`src/hdl/ldss_pkg.sv`:
```
`default_nettype none

package ldss_pkg;

   localparam int CONC_W  = 48;
   localparam int RATE_W  = 32;
   localparam int SUM_W   = 50;
   localparam int MAG_W   = 51;
   localparam int SEED_W  = 49;
   localparam int X_W     = 54;
   localparam int DEN_W   = 55;
   localparam int QUOT_W  = 33;
   localparam int GAIN_W  = 64;
   localparam int PART_W  = 58;
   localparam int ACC_W   = 115;
   localparam int DELTA_W = 58;
   localparam int CNT_W   = 3;

   localparam logic [CONC_W-1:0] CONC_MAX    = {CONC_W{1'b1}};
   localparam logic [CONC_W-1:0] FLOOR_RESET = 48'd1759;

   localparam int DIV_STEPS   = QUOT_W;
   localparam int ST_CAPTURE  = 0;
   localparam int ST_DIFF     = 1;
   localparam int ST_SQUARE   = 2;
   localparam int ST_X        = 3;
   localparam int ST_DEN      = 4;
   localparam int ST_DIV0     = 5;
   localparam int ST_GAINMUL  = ST_DIV0 + DIV_STEPS;
   localparam int ST_GAIN     = ST_GAINMUL + 1;
   localparam int ST_DMUL     = ST_GAIN + 1;
   localparam int ST_DACC     = ST_DMUL + 1;
   localparam int ST_DELTA    = ST_DACC + 1;
   localparam int ST_RAW      = ST_DELTA + 1;
   localparam int ST_CLAMP    = ST_RAW + 1;
   localparam int NUM_STAGES  = ST_CLAMP + 1;

   typedef enum logic [2:0] {
      REG_TIME_STEP,
      REG_CYTO_RATE,
      REG_STORE_RATE,
      REG_BUFFER_TOTAL,
      REG_BUFFER_HALF,
      REG_FLOOR
   } csr_index_type;

   typedef struct packed {
      logic [CONC_W-1:0] cy;
      logic [CONC_W-1:0] st;
   } cell_type;

   typedef struct packed {
      logic [RATE_W-1:0] time_step;
      logic [RATE_W-1:0] cyto_rate;
      logic [RATE_W-1:0] store_rate;
      logic [CONC_W-1:0] buffer_total;
      logic [CONC_W-1:0] buffer_half;
      logic [CONC_W-1:0] floor_level;
   } cfg_type;

   typedef struct packed {
      logic              valid;
      logic              last;
      logic              done;
      logic [CONC_W-1:0] ctr_cy;
      logic [CONC_W-1:0] ctr_st;
      logic [SUM_W-1:0]  sum_cy;
      logic [SUM_W-1:0]  sum_st;
      logic [CNT_W-1:0]  n;
   } task_type;

   typedef struct packed {
      logic                   last;
      logic                   done;
      logic [CONC_W-1:0]      ctr_cy;
      logic [CONC_W-1:0]      ctr_st;
      logic [SUM_W-1:0]       sum_cy;
      logic [SUM_W-1:0]       sum_st;
      logic [CNT_W-1:0]       n;
      logic                   up_cy;
      logic                   up_st;
      logic [MAG_W-1:0]       mag_cy;
      logic [MAG_W-1:0]       mag_st;
      logic [SEED_W-1:0]      seed;
      logic [GAIN_W-1:0]      pc;
      logic [GAIN_W-1:0]      ps;
      logic [49:0]            sq_ll;
      logic [48:0]            sq_hl;
      logic [47:0]            sq_hh;
      logic [X_W-1:0]         x;
      logic [DEN_W-1:0]       den;
      logic                   den_zero;
      logic [DEN_W-1:0]       rem;
      logic [QUOT_W-1:0]      quot;
      logic [GAIN_W-1:0]      gp_hi;
      logic [GAIN_W-1:0]      gp_lo;
      logic                   gain_full;
      logic [GAIN_W-1:0]      gc;
      logic [3:0][PART_W-1:0] dp_cy;
      logic [3:0][PART_W-1:0] dp_st;
      logic [1:0][ACC_W-1:0]  acc_cy;
      logic [1:0][ACC_W-1:0]  acc_st;
      logic [DELTA_W-1:0]     delta_cy;
      logic [DELTA_W-1:0]     delta_st;
      logic [CONC_W-1:0]      res_cy;
      logic [CONC_W-1:0]      res_st;
   } work_type;

   typedef struct packed {
      logic [CONC_W-1:0] cyto;
      logic [CONC_W-1:0] store;
      logic              last;
      logic              done;
   } result_type;

endpackage

`default_nettype wire

```
`src/hdl/ldss_window.sv`:
```
`default_nettype none

module ldss_window import ldss_pkg::*; #(
   parameter int ROW_LEN  = 16,
   parameter int NUM_ROWS = 16
) (
   input  wire logic              clock,
   input  wire logic              reset,
   input  wire logic              req_valid,
   input  wire logic [CONC_W-1:0] req_cyto_conc,
   input  wire logic [CONC_W-1:0] req_store_conc,
   output logic                   req_stall,
   input  wire logic              advance,
   output task_type               cell_task,
   output logic                   flushing
);

   localparam int COL_W    = (ROW_LEN > 1) ? $clog2(ROW_LEN) : 1;
   localparam int ROW_W    = (NUM_ROWS > 1) ? $clog2(NUM_ROWS) : 1;
   localparam int LINE_LEN = 2 * ROW_LEN;
   localparam int TAP_CTR  = ROW_LEN - 1;
   localparam int TAP_RT   = ROW_LEN - 2;
   localparam int TAP_LF   = ROW_LEN;
   localparam int TAP_UP   = 2 * ROW_LEN - 1;
   localparam logic [COL_W-1:0] COL_LAST = COL_W'(ROW_LEN - 1);
   localparam logic [ROW_W-1:0] ROW_LAST = ROW_W'(NUM_ROWS - 1);

   cell_type          line_ff [LINE_LEN];
   logic [ROW_W-1:0]  row_ff, row_in;
   logic [COL_W-1:0]  col_ff, col_in;
   logic [COL_W-1:0]  fcol_ff, fcol_in;
   logic              flush_ff, flush_in;

   logic              fire;
   logic              at_final;
   logic [COL_W-1:0]  pos;
   logic              has_up, has_down, has_left, has_right;
   cell_type          x;
   cell_type          nb_up, nb_dn, nb_lf, nb_rt;

   always_comb begin
      x.cy      = req_cyto_conc;
      x.st      = req_store_conc;
      fire      = advance && (req_valid || flush_ff);
      req_stall = flush_ff || !advance;
      flushing  = flush_ff;
      at_final  = (row_ff == ROW_LAST) && (col_ff == COL_LAST);
      pos       = flush_ff ? fcol_ff : col_ff;
      has_up    = flush_ff || (row_ff > ROW_W'(1));
      has_down  = !flush_ff;
      has_left  = (pos != '0);
      has_right = (pos != COL_LAST);

      nb_up = has_up    ? line_ff[TAP_UP] : '0;
      nb_dn = has_down  ? x               : '0;
      nb_lf = has_left  ? line_ff[TAP_LF] : '0;
      nb_rt = has_right ? line_ff[TAP_RT] : '0;

      cell_task.valid  = fire && (flush_ff || (row_ff != '0));
      cell_task.last   = flush_ff ? (pos == COL_LAST) : !at_final;
      cell_task.done   = flush_ff && (pos == COL_LAST);
      cell_task.ctr_cy = line_ff[TAP_CTR].cy;
      cell_task.ctr_st = line_ff[TAP_CTR].st;
      cell_task.sum_cy = (SUM_W'(nb_up.cy) + SUM_W'(nb_dn.cy))
                       + (SUM_W'(nb_lf.cy) + SUM_W'(nb_rt.cy));
      cell_task.sum_st = (SUM_W'(nb_up.st) + SUM_W'(nb_dn.st))
                       + (SUM_W'(nb_lf.st) + SUM_W'(nb_rt.st));
      cell_task.n      = CNT_W'(has_up) + CNT_W'(has_down)
                       + CNT_W'(has_left) + CNT_W'(has_right);
   end

   always_comb begin
      row_in   = row_ff;
      col_in   = col_ff;
      fcol_in  = fcol_ff;
      flush_in = flush_ff;
      if (fire) begin
         if (flush_ff) begin
            if (fcol_ff == COL_LAST) begin
               flush_in = 1'b0;
            end else begin
               fcol_in = fcol_ff + 1'b1;
            end
         end else if (at_final) begin
            row_in   = '0;
            col_in   = '0;
            fcol_in  = '0;
            flush_in = 1'b1;
         end else if (col_ff == COL_LAST) begin
            col_in = '0;
            row_in = row_ff + 1'b1;
         end else begin
            col_in = col_ff + 1'b1;
         end
      end
   end

   always_ff @(posedge clock) begin
      if (reset) begin
         row_ff   <= '0;
         col_ff   <= '0;
         fcol_ff  <= '0;
         flush_ff <= 1'b0;
      end else begin
         row_ff   <= row_in;
         col_ff   <= col_in;
         fcol_ff  <= fcol_in;
         flush_ff <= flush_in;
      end
   end

   // shift in zeros while the last row drains
   always_ff @(posedge clock) begin
      if (fire) begin
         line_ff[0] <= flush_ff ? '0 : x;
         for (int k = 1; k < LINE_LEN; k++) begin
            line_ff[k] <= line_ff[k-1];
         end
      end
   end

endmodule

`default_nettype wire

```
`config.mk`:
```
export PLATFORM = sky130hd
export DESIGN_NAME = ldss_window
export DESIGN_NICKNAME = d
export VERILOG_FILES = /design/src/hdl/ldss_pkg.sv /design/src/hdl/ldss_window.sv
export SDC_FILE = /design/constraint.sdc
export NUM_CORES = 2
export LEC_CHECK = 0
export BUFFER_PORTS_ARGS = -buffer_cell sky130_fd_sc_hd__buf_4
export CAP_MARGIN = 0
export CORE_UTILIZATION = 55
export CTS_CLUSTER_DIAMETER = 120
export CTS_CLUSTER_SIZE = 30
export DETAILED_ROUTE_END_ITERATION = 12
export PLACE_DENSITY = 0.75
export SLEW_MARGIN = 30
export SYNTH_ARGS = -nofsm -noshare
export SYNTH_HDL_FRONTEND = slang
export SYNTH_SLANG_ARGS = --single-unit
```
`constraint.sdc`:
```
create_clock -name clock -period 68.8 [get_ports clock]
set_clock_uncertainty 0.05 [all_clocks]
set_input_delay 3.44 -clock clock [delete_from_list [all_inputs] [get_ports clock]]
set_output_delay 3.44 -clock clock [all_outputs]
set_load 0.05 [all_outputs]
```
; Word-level counts from Yosys, hierarchy flattened
; Memory sizes are Yosys's and may differ from the RTL's.
; Index checks and enable logic that the tools add are counted.
[word_totals]
register_bits = 13
latchBits = 0
ramBits = 3072
rom_bits = 0
in_bits = 100
output_inout_bits = 204
word_cells = 61
n_memories = 1
[classes]
add_sub_neg = 12
mul = 0
div_mod_pow = 0
n_lt_le_gt_ge = 1
eq_ne = 6
n_shift = 0
mux = 18
bitwise = 1
n_reduce_logical = 18
[memory_table]
columns = name, words, word_bits, read_ports, rd_ports_with_merged_regs, wr, line
row1 = line_ff, 32, 96, 32, 0, 32, ldss_window.sv:28  ; cell_type line_ff [LINE_LEN];
[op_table]
columns = cell, count
row1 = two-way mux 96 bit, 4
row2 = adder 48 x 48 -> 49 bit, 4
row3 = adder 49 x 49 -> 50 bit, 2
row4 = two-way mux 4 bit, 8
row5 = "== test 4 bit, second input constant", 4
row6 = "adder 4 x 1 -> 4 bit, second input constant", 3
row7 = nonzero test 4 bit, 2
row8 = two-way mux 1 bit, 6
row9 = AND reduction 3 bit, 2
row10 = "greater-than comparator 4 x 1 -> 1 bit, second input constant", 1
row11 = logical AND 1 bit, 4
row12 = logical OR 1 bit, 4
row13 = "!= test 4 bit, second input constant", 1
row14 = nonzero test 2 bit, 2
row15 = adder 2 x 1 -> 3 bit, 1
row16 = adder 3 x 1 -> 3 bit, 1
row17 = logical NOT 1 bit, 3
row18 = adder 1 x 1 -> 2 bit, 1
row19 = "!= test 2 bit, second input constant", 1
row20 = AND reduction 2 bit, 1
row21 = inverter 1 bit, 1

; Logic depth before layout (Yosys ltp)
[logic_depth]
ltp_word = 5
ltp_mapped = 21
ltp_nobuf = 19

; Worst setup path after synthesis
; OpenSTA, ideal clock, no wires.
[synth_path]
kind = input-to-reg
start = in advance
end = mem line_ff[0][0] (netlist bit) (enable)
setup_ps = 3360
arrival_ps = 62371
t_required_ps = 65390
slack_ps = 3019
cell_stages = 2
n_path_buf = 0
path_cell_list = o21ai_0 inv_1
[synth_rtl]
columns = item, line
row1 = from (decl), ldss_window.sv:13  ; input wire logic advance,
row2 = to (decl), ldss_window.sv:28

==> metrics.txt <==
FP Rows=between 150 and 200; Worst Setup SP=req_cyto_conc[0]; Syn Nets=~5300; most frequent cells in the layout=edfxtp_1 (3072), inv_1 (366), buf_4 (315), and2_1 (197), fa_1 (192); Post-route DRC=0; H-tree Lvls=3; DPL Wire Length=approximately 110000 um; Sequential Power Share=0.640; chip width=~440 um; Vias=slightly above 40000; synthesis-to-finish area growth=7.63%; Reg2Reg Depth=12; share of layout cells above drive strength 1=0.0930; first-pass GRT wire length=approximately 250000 um; Port-buffer cells=303; Cells after Synth=4949; Num Clock Sinks=3085; Final GP Congestion=~0.91; Crit path top cell by count=fa_1; antenna viol nets, final=0; power per cell area=~30 nW/um^2; worst-case clock buffer depth=3; synthesized area per cell=21.5 um^2; Initial Util=0.556; fillers=13100; status=complete, no violations; worst setup path endpoint=cell_task[94]; commonest non-fill, non-tap cell in the layout=edfxtp_1; Largest stage delay, worst path=0.66 ns; largest net degree at the start of global routing=slightly above 200; Power Total=0.00338 W; Seq cells post-synth=3085; # Post-CTS Setup Buffers=0; wirelength, routed=approximately 170000 um; Layout Cells excl Fill=7789; Ports=304; sw frac=0.244; wire length per cell=21.9 um; placed cell count=between 7000 and 8000; crit path capture type=output pin; Final Hold Viols=0; net switching power=0.000823 W; die area=between 150000 and 200000 um^2; Worst-path clk slew=about 0.12 ns; post-synthesis sequential area ratio=0.871; Synth top area share=0.868; post-cts sizing count=0; core area=between 150000 and 200000 um^2; initial antenna violation count=7; nets=about 5600; total congestion overflow=0; CP max FO=4; startpoint types=input pin; unrepaired setup endpoints after global routing=false; Final Critical Period=11.81 ns; Final Max Tran Viols=0; Post-Syn Area=106000 um^2; Setup CP Type=input pin to output pin; combinational power share=0.121; WP data required=65.31 ns; max_cap viols=0; CP cell instances=buf_4 -> nand2_1 -> fa_1 -> inv_1 -> fa_1 -> ha_1 -> fa_1 -> a21o_1 -> a21oi_2 -> nor3_2 -> o211ai_2 -> o211ai_2 -> a2111oi_2 -> nor3_1 -> a21o_1 -> a311oi_1 -> buf_4; drt pass-1 iters=6; vias per cell=approximately 5.3; r2r setup slk=60.52 ns; Max Fclk=84.7 MHz; Yosys top cell by area=edfxtp_1; initial DRC count=4269; vias in the first global route=40500; CP max stage cell=a311oi_1; CTS buffer count=~110; Post-synth ARST share=0; Setup TNS Final=0 ns; WP data arrival=8.32 ns; count of cell types in the netlist=slightly below 70; CTS tree=built; relative slew slack=0.362; YS warnings=0; Final setup viols=0; CTS Hold Bufs=0; clock share of power=0.239; leak pwr=39.3 nW; r2r startpoint=flushing; worst slew pin tran=0.958 ns; Worst VDD drop=0.0000314 V; die height=between 400 and 500 um; Clk Latency, worst-skew pair=0.82 ns; Total GRT Usage=0.175; r2r endpoint=line_ff[0][418]; Final Cycle Share=0.172; Synth Flop Type=edfxtp_1; Post-synth EDFFs=roughly 3100; type of the worst min-delay path=flop to flop; Root Buffer=clkbuf_16; Pint=roughly 0.0026 W; Synth area leaders=edfxtp_1 (87%), fa_1 (3.6%), inv_1 (1.3%)
-- cell type report --
type / count / area, um^2 / share of cell area
Clock inverter: 8 / 87.6 / 0.000766
Antenna cell: 1 / 2.50 / 0.0000219
Timing Repair Buffer: 345 / 2880 / 0.0252
Clock buffer: 136 / 2910 / 0.0255
Multi-Input combinational cell: 1335 / 11400 / 0.0999
Sequential cell: 3085 / 92500 / 0.809
Inverter: 368 / 1390 / 0.0122
Tap cell: 2511 / 3140 / 0.0275
-- metal layers --
layer / share of wire / up-vias / GRT usage
li1: - / 18800 / -
met1: 0.44 / 21500 / 0.256
met2: 0.48 / 1108 / 0.275
met3: 0.049 / 247 / 0.0225
met4: 0.033 / 4 / 0.0619
met5: 0.00014 / - / 0
-- synthesized netlist by cell type, types with 55 or more instances --
library cell	n
a21o_1	56
fa_1	192
buf_4	96
and2_1	197
nand2_1	180
ha_1	107
inv_1	367
nor2b_1	99
nor2_1	55
edfxtp_1	3072
xnor2_1	59
a21oi_1	104
clkbuf_1	62
-- registers in the layout, indices dropped and copies added, names as in the netlist --
signal / count
col_ff: 4
fcol_ff: 4
flushing: 1
line_ff: 3072
row_ff: 4
-- power by group through the flow --
stage	clock network [W]	logic, W	registers (W)
2_1_floorplan	0	0.000270	0.00243
3_3_place_gp	0	0.000401	0.00220
3_5_place_dp	0	0.000409	0.00221
4_1_cts	0.000838	0.000410	0.00216
5_1_grt	0.000895	0.000432	0.00217
6_report	0.000807	0.000409	0.00216
-- kinds of logic after synthesis --
family	Yosys count	synth area share
simple gates	629	0.0315
mux	2	0.000188
fa+ha+maj	299	0.0488
buf+inv	529	0.0221
flops	3085	0.871
compound gates	313	0.0192
xor+xnor	92	0.00758
-- per-stage QoR --
| stage | instance area [um^2] | worst slack (ns) | utilization | hold slack [ns] |
|---|---|---|---|---|
| after global placement | 111000 | 56.86 | 0.582 | 0.350 |
| after global routing | 114000 | 56.70 | 0.599 | 0.358 |
| after CTS | 114000 | 56.96 | 0.598 | 0.356 |
| after floorplan | 106000 | 3.02 | - | 0.350 |
| final | 114000 | 56.99 | 0.599 | 0.359 |
| after detailed placement | 111000 | 56.88 | 0.582 | 0.355 |
-- worst min path at each step --
stage / from / depth (start not counted) / slack, ns / endpoint
final: line_ff[1][1406] / 0 / 0.36 / line_ff[1][1502]
after detailed placement: line_ff[0][932] / 0 / 0.35 / line_ff[0][1028]
after global placement: line_ff[1][233] / 0 / 0.35 / line_ff[1][329]
after global routing: line_ff[0][668] / 0 / 0.36 / line_ff[0][764]
after CTS: line_ff[0][1117] / 0 / 0.36 / line_ff[0][1213]
after floorplan: line_ff[0][904] / 0 / 0.35 / line_ff[0][1000]
-- critical path: cells and delay by family --
| kind | cells | cell delay, ns |
|---|---|---|
| AO/OA/AOI/OAI | 7 | 2.14 |
| buffers and inverters | 3 | 0.53 |
| adder cells (fa/ha/maj) | 4 | 1.66 |
| AND/OR/NAND/NOR | 3 | 0.53 |
Note: power is estimated with default switching activity, not from simulation.
